`src/hdl/swm_pkg.sv`:
```
// shared types and constants of the sliding window median filter
`default_nettype none
package swm_pkg;

    localparam int DEF_MAX_WINDOW   = 16;
    localparam int DEF_SAMPLE_WIDTH = 32;

    localparam int CFG_WIDTH   = 5;
    localparam int ADDR_WIDTH  = 3;
    localparam int DATA_WIDTH  = 32;

    localparam logic [CFG_WIDTH-1:0] WINDOW_SIZE_RESET = CFG_WIDTH'(3);

    // register index, taken from paddr above the byte lanes
    localparam logic [ADDR_WIDTH-3:0] REG_WINDOW_SIZE = '0;

    typedef struct packed {
        logic insert;
        logic evict;
        logic med_lo;
        logic med_hi;
    } t_cmd;

    typedef struct packed {
        logic over;
        logic out_free;
    } t_stat;

endpackage
`default_nettype wire

```
`src/hdl/sliding_window_median.sv`:
```
// top level of the sliding window median filter: register port and block wiring
//
// Sliding window median filter. Each accepted request carries one signed sample;
// the block keeps the newest window_size samples both in arrival order and in
// ascending order (a chain of compare-and-shift cells), and returns for each
// request twice the median of the samples held, plus the number held. While
// the window fills the median is over what has arrived; for an even count the
// result is the sum of the two middle samples. window_size is register 0 of
// the APB port (byte address 0, 5 bits, reset 3); 0 acts as 1 and values above
// MAX_WINDOW act as MAX_WINDOW. Shrinking the window drops the surplus oldest
// samples on the next request. Each request is inserted, then one surplus
// sample is evicted per cycle through the cell chain, then the low and high
// middle are read before the next request is accepted. The median is read
// through a single read port of the sorted cells, one middle entry a cycle
// unless the high read waits for a free result register. The result sits in an
// output register, so the next request is taken while a result waits; the
// block stalls only when a second result is ready before the first is taken.
`default_nettype none
module sliding_window_median #(
    parameter int MAX_WINDOW   = swm_pkg::DEF_MAX_WINDOW,
    parameter int SAMPLE_WIDTH = swm_pkg::DEF_SAMPLE_WIDTH
) (
    input  wire logic                                  i_clk,
    input  wire logic                                  i_rst_n,
    // request channel
    input  wire logic                                  i_valid,
    output logic                                       o_ready,
    input  wire logic signed [SAMPLE_WIDTH-1:0]        i_sample,
    // result channel
    output logic                                       o_valid,
    input  wire logic                                  i_ready,
    output logic signed [SAMPLE_WIDTH:0]               o_median_doubled,
    output logic [$clog2(MAX_WINDOW+1)-1:0]            o_fill_count,
    // register port
    input  wire logic                                  psel,
    input  wire logic                                  penable,
    input  wire logic                                  pwrite,
    input  wire logic [swm_pkg::ADDR_WIDTH-1:0]        paddr,
    input  wire logic [swm_pkg::DATA_WIDTH-1:0]        pwdata,
    output logic [swm_pkg::DATA_WIDTH-1:0]             prdata,
    output logic                                       pready
);
    import swm_pkg::*;

    logic [CFG_WIDTH-1:0]    r_window_size;
    logic [ADDR_WIDTH-3:0]   reg_idx;
    logic                    cfg_wr;
    t_cmd                    cmd;
    t_stat                   stat;

    // register index sits above the two byte-lane bits
    assign reg_idx = paddr[ADDR_WIDTH-1:2];
    assign pready  = 1'b1;
    assign cfg_wr  = psel && penable && pwrite && pready;

    // writes to any other index are dropped
    always_ff @(posedge i_clk) begin
        if (!i_rst_n) begin
            r_window_size <= WINDOW_SIZE_RESET;
        end else if (cfg_wr && (reg_idx == REG_WINDOW_SIZE)) begin
            r_window_size <= pwdata[CFG_WIDTH-1:0];
        end
    end

    // read data is combinational off the address, valid in the access cycle
    always_comb begin
        prdata = '0;
        if (reg_idx == REG_WINDOW_SIZE) begin
            prdata = DATA_WIDTH'(r_window_size);
        end
    end

    // sequencer: insert, evict while over size, read low middle, read high middle
    swm_ctrl u_ctrl (
        .i_clk   (i_clk),
        .i_rst_n (i_rst_n),
        .i_valid (i_valid),
        .o_ready (o_ready),
        .i_stat  (stat),
        .o_cmd   (cmd)
    );

    // sorted cells, arrival queue, median adder and the result register
    swm_dpath #(
        .MAX_WINDOW   (MAX_WINDOW),
        .SAMPLE_WIDTH (SAMPLE_WIDTH)
    ) u_dpath (
        .i_clk            (i_clk),
        .i_rst_n          (i_rst_n),
        .i_cmd            (cmd),
        .o_stat           (stat),
        .i_sample         (i_sample),
        .i_window_size    (r_window_size),
        .o_valid          (o_valid),
        .i_ready          (i_ready),
        .o_median_doubled (o_median_doubled),
        .o_fill_count     (o_fill_count)
    );

endmodule
`default_nettype wire

```
`src/hdl/swm_ctrl.sv`:
```
// controller state machine of the sliding window median filter
`default_nettype none
module swm_ctrl (
    input  wire logic          i_clk,
    input  wire logic          i_rst_n,
    input  wire logic          i_valid,
    output logic               o_ready,
    input  swm_pkg::t_stat     i_stat,
    output swm_pkg::t_cmd      o_cmd
);
    import swm_pkg::*;

    localparam logic [1:0] S_IDLE   = 2'd0;
    localparam logic [1:0] S_EVICT  = 2'd1;
    localparam logic [1:0] S_MED_HI = 2'd2;

    logic [1:0] r_state;
    logic [1:0] n_state;

    always_comb begin
        n_state = r_state;
        o_cmd   = '0;
        unique case (r_state)
            S_IDLE: begin
                if (i_valid) begin
                    o_cmd.insert = 1'b1;
                    n_state      = S_EVICT;
                end
            end
            S_EVICT: begin
                if (i_stat.over) begin
                    o_cmd.evict = 1'b1;
                end else begin
                    o_cmd.med_lo = 1'b1;
                    n_state      = S_MED_HI;
                end
            end
            S_MED_HI: begin
                if (i_stat.out_free) begin
                    o_cmd.med_hi = 1'b1;
                    n_state      = S_IDLE;
                end
            end
            default: begin
                n_state = S_IDLE;
            end
        endcase
    end

    assign o_ready = (r_state == S_IDLE);

    always_ff @(posedge i_clk) begin
        if (!i_rst_n) begin
            r_state <= S_IDLE;
        end else begin
            r_state <= n_state;
        end
    end

endmodule
`default_nettype wire

```
`src/hdl/swm_dpath.sv`:
```
// datapath: sorted cell chain, arrival queue, median and result register
`default_nettype none
module swm_dpath #(
    parameter int MAX_WINDOW   = swm_pkg::DEF_MAX_WINDOW,
    parameter int SAMPLE_WIDTH = swm_pkg::DEF_SAMPLE_WIDTH
) (
    input  wire logic                                   i_clk,
    input  wire logic                                   i_rst_n,
    input  swm_pkg::t_cmd                               i_cmd,
    output swm_pkg::t_stat                              o_stat,
    input  wire logic signed [SAMPLE_WIDTH-1:0]         i_sample,
    input  wire logic [swm_pkg::CFG_WIDTH-1:0]          i_window_size,
    output logic                                        o_valid,
    input  wire logic                                   i_ready,
    output logic signed [SAMPLE_WIDTH:0]                o_median_doubled,
    output logic [$clog2(MAX_WINDOW+1)-1:0]             o_fill_count
);
    import swm_pkg::*;

    localparam int DEPTH = MAX_WINDOW + 1;
    localparam int IW    = $clog2(DEPTH);
    localparam int CW    = $clog2(DEPTH + 1);
    localparam int FW    = $clog2(MAX_WINDOW + 1);
    localparam int SW    = SAMPLE_WIDTH;

    logic signed [SW-1:0] r_sorted [DEPTH];
    logic signed [SW-1:0] n_sorted [DEPTH];
    logic signed [SW-1:0] r_arr    [DEPTH];
    logic signed [SW-1:0] n_arr    [DEPTH];
    logic [CW-1:0]        r_count;
    logic [CW-1:0]        n_count;
    logic signed [SW:0]   r_acc;
    logic signed [SW:0]   r_med;
    logic                 r_out_valid;
    logic [FW-1:0]        r_fill;

    logic [CW-1:0]        w_eff;
    logic [DEPTH-2:0]     hit;
    logic [IW-1:0]        idx_hi;
    logic [IW-1:0]        idx_lo;
    logic [IW-1:0]        idx_rd;
    logic signed [SW-1:0] rd_val;

    // effective window: zero acts as one, clipped to MAX_WINDOW
    always_comb begin
        if (i_window_size == '0) begin
            w_eff = CW'(1);
        end else if (int'(i_window_size) > MAX_WINDOW) begin
            w_eff = CW'(MAX_WINDOW);
        end else begin
            w_eff = CW'(i_window_size);
        end
    end

    // first held entry equal to the oldest sample, and everything after it;
    // a match only in the last cell leaves the lower cells as they are
    always_comb begin
        for (int i = 0; i < DEPTH - 1; i++) begin
            hit[i] = (CW'(i) < r_count) && (r_sorted[i] == r_arr[0]);
            if (i > 0) begin
                hit[i] = hit[i] | hit[i-1];
            end
        end
    end

    always_comb begin
        n_sorted = r_sorted;
        n_arr    = r_arr;
        n_count  = r_count;
        priority if (i_cmd.insert) begin
            for (int i = 0; i < DEPTH; i++) begin
                if ((CW'(i) < r_count) && !(r_sorted[i] > i_sample)) begin
                    n_sorted[i] = r_sorted[i];
                end else if ((i > 0) && (CW'(i - 1) < r_count)
                             && (r_sorted[(i > 0) ? i - 1 : 0] > i_sample)) begin
                    n_sorted[i] = r_sorted[(i > 0) ? i - 1 : 0];
                end else begin
                    n_sorted[i] = i_sample;
                end
                if (CW'(i) == r_count) begin
                    n_arr[i] = i_sample;
                end
            end
            n_count = r_count + CW'(1);
        end else if (i_cmd.evict) begin
            for (int i = 0; i < DEPTH - 1; i++) begin
                n_sorted[i] = hit[i] ? r_sorted[i+1] : r_sorted[i];
                n_arr[i]    = r_arr[i+1];
            end
            n_count = r_count - CW'(1);
        end else begin
            n_count = r_count;
        end
    end

    // middle indexes; for an odd count both point at the single middle
    assign idx_hi = IW'(r_count >> 1);
    assign idx_lo = r_count[0] ? idx_hi : idx_hi - IW'(1);
    assign idx_rd = i_cmd.med_lo ? idx_lo : idx_hi;
    assign rd_val = r_sorted[idx_rd];

    always_ff @(posedge i_clk) begin
        r_sorted <= n_sorted;
        r_arr    <= n_arr;
        if (i_cmd.med_lo) begin
            r_acc <= (SW+1)'(rd_val);
        end
        if (i_cmd.med_hi) begin
            r_med  <= r_acc + (SW+1)'(rd_val);
            r_fill <= FW'(r_count);
        end
    end

    always_ff @(posedge i_clk) begin
        if (!i_rst_n) begin
            r_count     <= '0;
            r_out_valid <= 1'b0;
        end else begin
            r_count <= n_count;
            if (i_cmd.med_hi) begin
                r_out_valid <= 1'b1;
            end else if (i_ready) begin
                r_out_valid <= 1'b0;
            end
        end
    end

    assign o_stat.over     = (r_count > w_eff);
    assign o_stat.out_free = !r_out_valid || i_ready;

    assign o_valid          = r_out_valid;
    assign o_median_doubled = r_med;
    assign o_fill_count     = r_fill;

endmodule
`default_nettype wire

```
`config.mk`:
```
export PLATFORM = sky130hd
export DESIGN_NAME = sliding_window_median
export DESIGN_NICKNAME = d
export VERILOG_FILES = /design/src/hdl/swm_pkg.sv /design/src/hdl/sliding_window_median.sv /design/src/hdl/swm_ctrl.sv /design/src/hdl/swm_dpath.sv
export SDC_FILE = /design/constraint.sdc
export NUM_CORES = 2
export LEC_CHECK = 0
export BUFFER_PORTS_ARGS = -buffer_cell sky130_fd_sc_hd__buf_4
export CORE_UTILIZATION = 50
export CTS_BUF_LIST = sky130_fd_sc_hd__clkbuf_8
export DETAILED_ROUTE_END_ITERATION = 8
export PLACE_DENSITY = 0.64
export SLEW_MARGIN = 5
export SYNTH_ARGS = -nofsm -noshare
export SYNTH_HDL_FRONTEND = slang
export SYNTH_SLANG_ARGS = --single-unit
```
`constraint.sdc`:
```
create_clock -name i_clk -period 8.59 [get_ports i_clk]
set_input_delay 0.4295 -clock i_clk [delete_from_list [all_inputs] [get_ports i_clk]]
set_output_delay 0.4295 -clock i_clk [all_outputs]
set_load 0.02 [all_outputs]
```
Word-level counts from Yosys, hierarchy flattened
Index checks and enable logic that the tools add are counted.
Word-level totals
  flip-flop bits (word level): 1171
  input port bits: 74
  output and inout bits: 73
  word-level logic and storage cells: 387
Operators by class
  add/sub/neg operators: 4
  magnitude comparators: 37
  eq/ne operators: 69
  mux-type cells: 91
  bitwise gates (word level): 18
  reductions and logical operators: 127
Operators with widths (count)
  $mux W32: 66
  $mux W512: 4
  $gt A32 B32 Y1: 17
  $eq A32 B32 Y1: 16
  $bmux W32 S5: 1
  $logic_and A1 B1 Y1: 52
  $reduce_and A3 Y1: 17
  $eq A4 B5 Y1 const A: 8
  $lt A4 B5 Y1 const A: 8
  $ne A2 B2 Y1 const B: 19
  $reduce_and A2 Y1: 18
  $reduce_bool A2 Y1: 18
  $mux W5: 7
  $add A32 B32 Y33: 1
  $ne A2 B1 Y1 const B: 16
  $eq A3 B5 Y1 const A: 4
  $lt A3 B5 Y1 const A: 4
  $logic_not A1 Y1: 18
  $or A1 B1 Y1: 15
  $eq A2 B5 Y1 const A: 2
  $logic_not A5 Y1: 2
  $lt A1 B5 Y1 const A: 2
  $lt A2 B5 Y1 const A: 2
  $mux W1: 8
  17 further kinds: 21

Depth between registers and ports, before layout
  depth after elaboration: 20
  depth in mapped cells: 28
  depth with buffers taken out: 25

Cells and area by module
A second synthesis with hierarchy kept.
Second synthesis, totals
  cell total of the unflattened synthesis: 7184
  area total of the unflattened synthesis: 76141.8 µm²
Modules (own cells, without submodules)
  swm_dpath: times used 1, cells an instance 7115, area an instance 75536.2 µm², sequential area each 34893.5 µm²
  sliding_window_median: times used 1, cells an instance 58, area an instance 484.2 µm², sequential area each 100.1 µm²
  swm_ctrl: times used 1, cells an instance 11, area an instance 121.4 µm², sequential area each 40.0 µm²

Worst setup path before layout
OpenSTA, ideal clock, no wires.
  path kind: register to register
  from: reg r_window_size[4]
  to: reg u_dpath.r_med[31], in the netlist u_dpath.o_median_doubled[31] (data pin)
  library setup time: 262 ps
  arrival time: 6061 ps
  required time: 8328 ps
  setup slack: 2267 ps
  cell stages (with the launch flop): 23
  path buffers: 1
  clock period less this slack: 6323 ps
  path through: dfxtp_1 > inv_1 > nand2_1 > ha_1 > a21o_1 > a21oi_1 > a21boi_2 > nor2_2 > mux2i_2 > buf_2 > mux4_2 > o21ai_0 > nand3_1 > ha_1 > a211oi_1 > nor2_1 > o41ai_1 > o31ai_1 > o41a_1 > a221o_1 > a21o_1 > o31ai_1 > xnor2_1
On the way
  word-level cells in the longest chain between the ends: 12
  elaborated cells on any way between the ends: 13
  classes of those cells: add/sub: 1; order compare: 2; mux: 8; bitwise: 1; reduce/logical: 1
RTL lines
  start, declared: RTL line sliding_window_median.sv:45  | logic [CFG_WIDTH-1:0] r_window_size;
  start signal, assigned: RTL line sliding_window_median.sv:61  | r_window_size <= pwdata[CFG_WIDTH-1:0];
  $gt A5 B5 Y1: RTL line swm_dpath.sv:48  | end else if (int'(i_window_size) > MAX_WINDOW) begin
  $mux W5: RTL line swm_dpath.sv:48
  $mux W5 *: RTL line swm_dpath.sv:46  | if (i_window_size == '0) begin
  $gt A5 B5 Y1 *: RTL line swm_dpath.sv:128  | assign o_stat.over = (r_count > w_eff);
  $mux W1 *: RTL line swm_ctrl.sv:31  | if (i_stat.over) begin
  $mux W2 *: RTL line swm_ctrl.sv:23  | unique case (r_state)
  $mux W5 *: RTL line swm_dpath.sv:99  | assign idx_rd = i_cmd.med_lo ? idx_lo : idx_hi;
  $not A5 Y6 (implied by the code) *: RTL line swm_dpath.sv:100  | assign rd_val = r_sorted[idx_rd];
  $bmux W32 S5 *: RTL line swm_dpath.sv:100
  $mux W32 (implied by the code) * (2 in series): RTL line swm_dpath.sv:100
  via u_dpath.rd_val[8]: RTL line swm_dpath.sv:42  | logic signed [SW-1:0] rd_val;
  $add A32 B32 Y33 *: RTL line swm_dpath.sv:109  | r_med <= r_acc + (SW+1)'(rd_val);
  end signal, assigned: RTL line swm_dpath.sv:109
  end, declared: RTL line swm_dpath.sv:33  | logic signed [SW:0] r_med;
Mark *: on every way through the listed nets, which the timed path passes. The rest lies on a longest branch. The select of a mux whose other input is x is not followed.
A chain may end at the register's enable or synchronous reset.

Worst setup path after layout
  from: reg u_dpath.r_count[0]
  to: reg u_dpath.r_med[26], in the netlist u_dpath.o_median_doubled[26] (data pin)
On the way
  word-level cells in the longest chain between the ends: 9
  elaborated cells on any way between the ends: 10
  classes of those cells: add/sub: 1; order compare: 1; mux: 7; bitwise: 1
RTL lines
  start, declared: RTL line swm_dpath.sv:30  | logic [CW-1:0] r_count;
  start signal, assigned: RTL line swm_dpath.sv:119  | r_count <= n_count;
  $gt A5 B5 Y1: RTL line swm_dpath.sv:128
  $mux W1: RTL line swm_ctrl.sv:31
  $mux W2: RTL line swm_ctrl.sv:23
  $mux W5 *: RTL line swm_dpath.sv:99
  $not A5 Y6 (implied by the code) *: RTL line swm_dpath.sv:100
  $bmux W32 S5 *: RTL line swm_dpath.sv:100
  $mux W32 (implied by the code) * (2 in series): RTL line swm_dpath.sv:100
  via u_dpath.rd_val[7]: RTL line swm_dpath.sv:42
  $add A32 B32 Y33 *: RTL line swm_dpath.sv:109
Marked as above.

==> flow_metrics.env <==
export IMPL_run_status="finished, violations left"
export IMPL_violations="max-capacitance violations, max-slew violations"
export IMPL_power_share_clock_pct=29.3
export IMPL_layout_common_cells="1983 x nand2_1, 1158 x edfxtp_1, 590 x ha_1, 440 x o21ai_0, 362 x mux2i_1"
export IMPL_yosys_area_top_type="edfxtp_1"
export IMPL_core_mm2=0.1484
export IMPL_vias=67390
export IMPL_port_buffers=89
export IMPL_cts_max_level=4
export IMPL_critPathSlowestCell="o21ai_0"
export IMPL_die_w_um=389.5
export IMPL_power_switching_mw=6.683
export IMPL_cts_buffer_depth=3
export IMPL_path_buf_inv=2
export IMPL_dr_pass1_iters=8
export IMPL_combPwrFrac_pct=28.4
export IMPL_synthCells=7517
export IMPL_clkSinkCount=1171
export IMPL_insertion_delay_ps=1000
export IMPL_synthTopCellsByArea="edfxtp_1 46%, nand2_1 9.9%, ha_1 9.8%"
export IMPL_ant_nets=0
export IMPL_period_minus_slack_ps=7866
export IMPL_cts_made_buffers=205
export IMPL_dp_hpwl_um=245500
export IMPL_critPathLaunch="u_dpath.r_count[0]$_SDFFE_PN0P_"
export IMPL_avgSynthCellArea_um2=9.987
export IMPL_cp_arrival_ps=8570
export IMPL_area_growth_syn_to_layout_pct=10.51
export IMPL_intPower_mw=11.10
export IMPL_drt_iter0_markers=11130
export IMPL_powerDensity_mw_per_mm2=214.3
export IMPL_finalMaxSlewViolations=3
export IMPL_drc=0
export IMPL_grt_pass1_wl_um=490400
export IMPL_synth_edf_count=1158
export IMPL_skew_ps=71.14
export IMPL_finalCritPeriodShare_pct=91.58
export IMPL_nNetsFinal=8268
export IMPL_antenna_found_initial=24
export IMPL_final_layout_size_suffix_gt1_share_pct=9.444
export IMPL_cts_root_buffer="clkbuf_8"
export IMPL_ys_flop_type="edfxtp_1"
export IMPL_die_h_um=389.5
export IMPL_path_clk_slew_ps=60
export IMPL_maxSlewHeadroom_pct=-3.923
export IMPL_totalWireLength_um=363400
export IMPL_ys_seq_area_share_pct=46.67
export IMPL_grt_setup_unrepaired="no"
export IMPL_ys_types=78
export IMPL_yosys_warnings=0
export IMPL_crit_path_max_fanout=11
export IMPL_min_from="i_sample[15]"
export IMPL_rows=141
export IMPL_rr_startpoint="u_dpath.r_count[0]$_SDFFE_PN0P_"
export IMPL_path_cells="inv_1 > ha_1 > nor2b_1 > o21ai_1 > a21boi_2 > nor3_2 > xnor2_2 > buf_4 > mux4_2 > o21ai_0 > nand3_1 > ha_1 > or4_1 > o22ai_1 > o31a_1 > o31ai_1 > or4_1 > a31o_2 > a21oi_1 > xnor2_1"
export IMPL_synth_top_area_share_pct=46.32
export IMPL_worstMarginPinSlew_ps=1543
export IMPL_place_congestion=1.110
export IMPL_setup_viol=0
export IMPL_swShare_pct=37.58
export IMPL_seq_power_share_pct=42.3
export IMPL_cts_tree="done"
export IMPL_cts_setup_buffers=0
export IMPL_ioPinCount=147
export IMPL_vdd_ir_drop_max_uv=180.2
export IMPL_fmax_mhz=127.1
export IMPL_synth_area_mm2=0.07507
export IMPL_cp_start_kind="flop"
export IMPL_dieArea_mm2=0.1517
export IMPL_grt_pass1_vias=61680
export IMPL_crit_required_ps=9290
export IMPL_hold_viol=0
export IMPL_wl_per_cell_um=37.07
export IMPL_grt_usage_pct=46.81
export IMPL_ys_ff_latch=1171
export IMPL_max_stage_delay_ps=1180
export IMPL_path_class="flop to flop"
export IMPL_max_cap_violations=2
export IMPL_cpLargestDelayFamily="compound AO/OA/AOI/OAI gates"
export IMPL_grt_max_degree=227
export IMPL_async_reset_ff_share_pct=0
export IMPL_p_leak_nw=34.05
export IMPL_holdCritPathClass="input port to flop"
export IMPL_start_util_pct=50.60
export IMPL_cp_end_kind="flop"
export IMPL_mostFrequentLayoutCell="nand2_1"
export IMPL_via_per_inst=6.874
export IMPL_finalPower_mw=17.78
export IMPL_fill_cells=13210
export IMPL_tns_ps=0
export IMPL_grt_overflow=0
## worst register-to-register path: cells and delay by family, from the launching register on
family	cells	cell delay, ps
AO/OA/AOI/OAI	8	2980
AND/OR/NAND/NOR	5	1690
XOR/XNOR	2	750
buffers and inverters	2	660
adder cells (fa/ha/maj)	2	650
flip-flops	1	550
multiplexers	1	310
## power groups by stage
| stage | clock [mW] | sequential, mW | combinational, mW |
|---|---|---|---|
| 2_1_floorplan | 0 | 7.26 | 3.11 |
| 3_3_place_gp | 0 | 7.57 | 4.69 |
| 3_5_place_dp | 0 | 7.57 | 4.79 |
| 4_1_cts | 5.23 | 7.45 | 4.82 |
| 5_1_grt | 5.45 | 7.49 | 5.29 |
| 6_report | 5.21 | 7.53 | 5.05 |
## state kept, by name, indices dropped and copies added (netlist names)
register	flops
u_dpath.r_count	5
u_dpath.r_sorted	544
u_dpath.o_fill_count	5
u_dpath.o_valid	1
u_dpath.r_acc	32
u_ctrl.r_state	2
u_dpath.r_arr	544
u_dpath.o_median_doubled	33
r_window_size	5
## routing by layer
| layer | GRT usage, % | wire, um |
|---|---|---|
| met5 | 0 | 126 |
| met4 | 34.08 | 31260 |
| met3 | 19.34 | 56420 |
| met2 | 62.57 | 141800 |
| met1 | 60.34 | 133800 |
## through the flow
stage / instances / instance area [um^2] / util, % / setup WS, ps / hold WS [ps]
finish: 9804 / 82960 / 55.92 / 723.7 / 117.0
global route: 9778 / 82900 / 55.87 / 860.8 / 39.70
CTS: 9773 / 82880 / 55.86 / 1402 / 2.759
detailed placement: 9354 / 78420 / 52.86 / 1398 / 485.8
global placement: 9354 / 78420 / 52.86 / 1484 / 490.5
floorplan: 7543 / 75170 / - / 2267 / 428.8
## path summary, 6_finish.rpt
| kind | to | slack [ps] | cells past startpoint |
|---|---|---|---|
| worst max-delay path | u_dpath.o_median_doubled[26]$_DFFE_PP_ | 720 | 20 |
| worst min-delay path | u_dpath.r_arr[15]$_DFFE_PP_ | 120 | 2 |
| worst max register to register | u_dpath.o_median_doubled[26]$_DFFE_PP_ | 720 | 20 |
| worst min register to register | u_dpath.r_arr[502]$_DFFE_PP_ | 500 | 2 |
## cell usage after synthesis (34+ instances only)
| cell type | n |
|---|---|
| a211oi_1 | 35 |
| a21o_1 | 60 |
| a21oi_1 | 292 |
| a221oi_1 | 38 |
| a32oi_1 | 130 |
| buf_2 | 135 |
| buf_4 | 37 |
| clkbuf_1 | 336 |
| edfxtp_1 | 1158 |
| ha_1 | 590 |
| inv_1 | 86 |
| mux2_2 | 34 |
| mux2i_1 | 364 |
| mux4_2 | 34 |
| nand2_1 | 1988 |
| nand3_1 | 336 |
| nand4_1 | 167 |
| nor2_1 | 122 |
| nor2b_1 | 35 |
| nor3_1 | 61 |
| nor4_1 | 80 |
| o211ai_1 | 91 |
| o21ai_0 | 447 |
| xnor2_1 | 291 |
| xor2_1 | 253 |
## kinds of logic after synthesis
logic type / after synthesis / synth area share (%)
compound gates: 1270 / 10.65
xor+xnor: 544 / 6.347
fa+ha+maj: 591 / 9.860
buf+inv: 606 / 3.440
flops: 1171 / 46.67
mux: 434 / 6.420
other cells: 2 / 0.01000
simple gates: 2899 / 16.60
## layout make-up
cell class	instances	area, um^2	share of cell area, %
Multi-Input combinational cell	5766	37980	45.78
Sequential cell	1171	35030	42.23
Timing Repair Buffer	373	3020	3.641
Clock buffer	205	2821	3.401
Tap cell	2002	2505	3.019
Clock inverter	171	1206	1.454
Inverter	86	322.8	0.3891
Antenna cell	30	75.07	0.09049
## repair_timing
action	4_1_cts	5_1_grt
hold endpoints to repair	42	0
hold buffers	43	0
gates resized for setup	0	0
endpoints found under the setup margin	0	0
No activity file was read; power rests on OpenSTA's default activity.
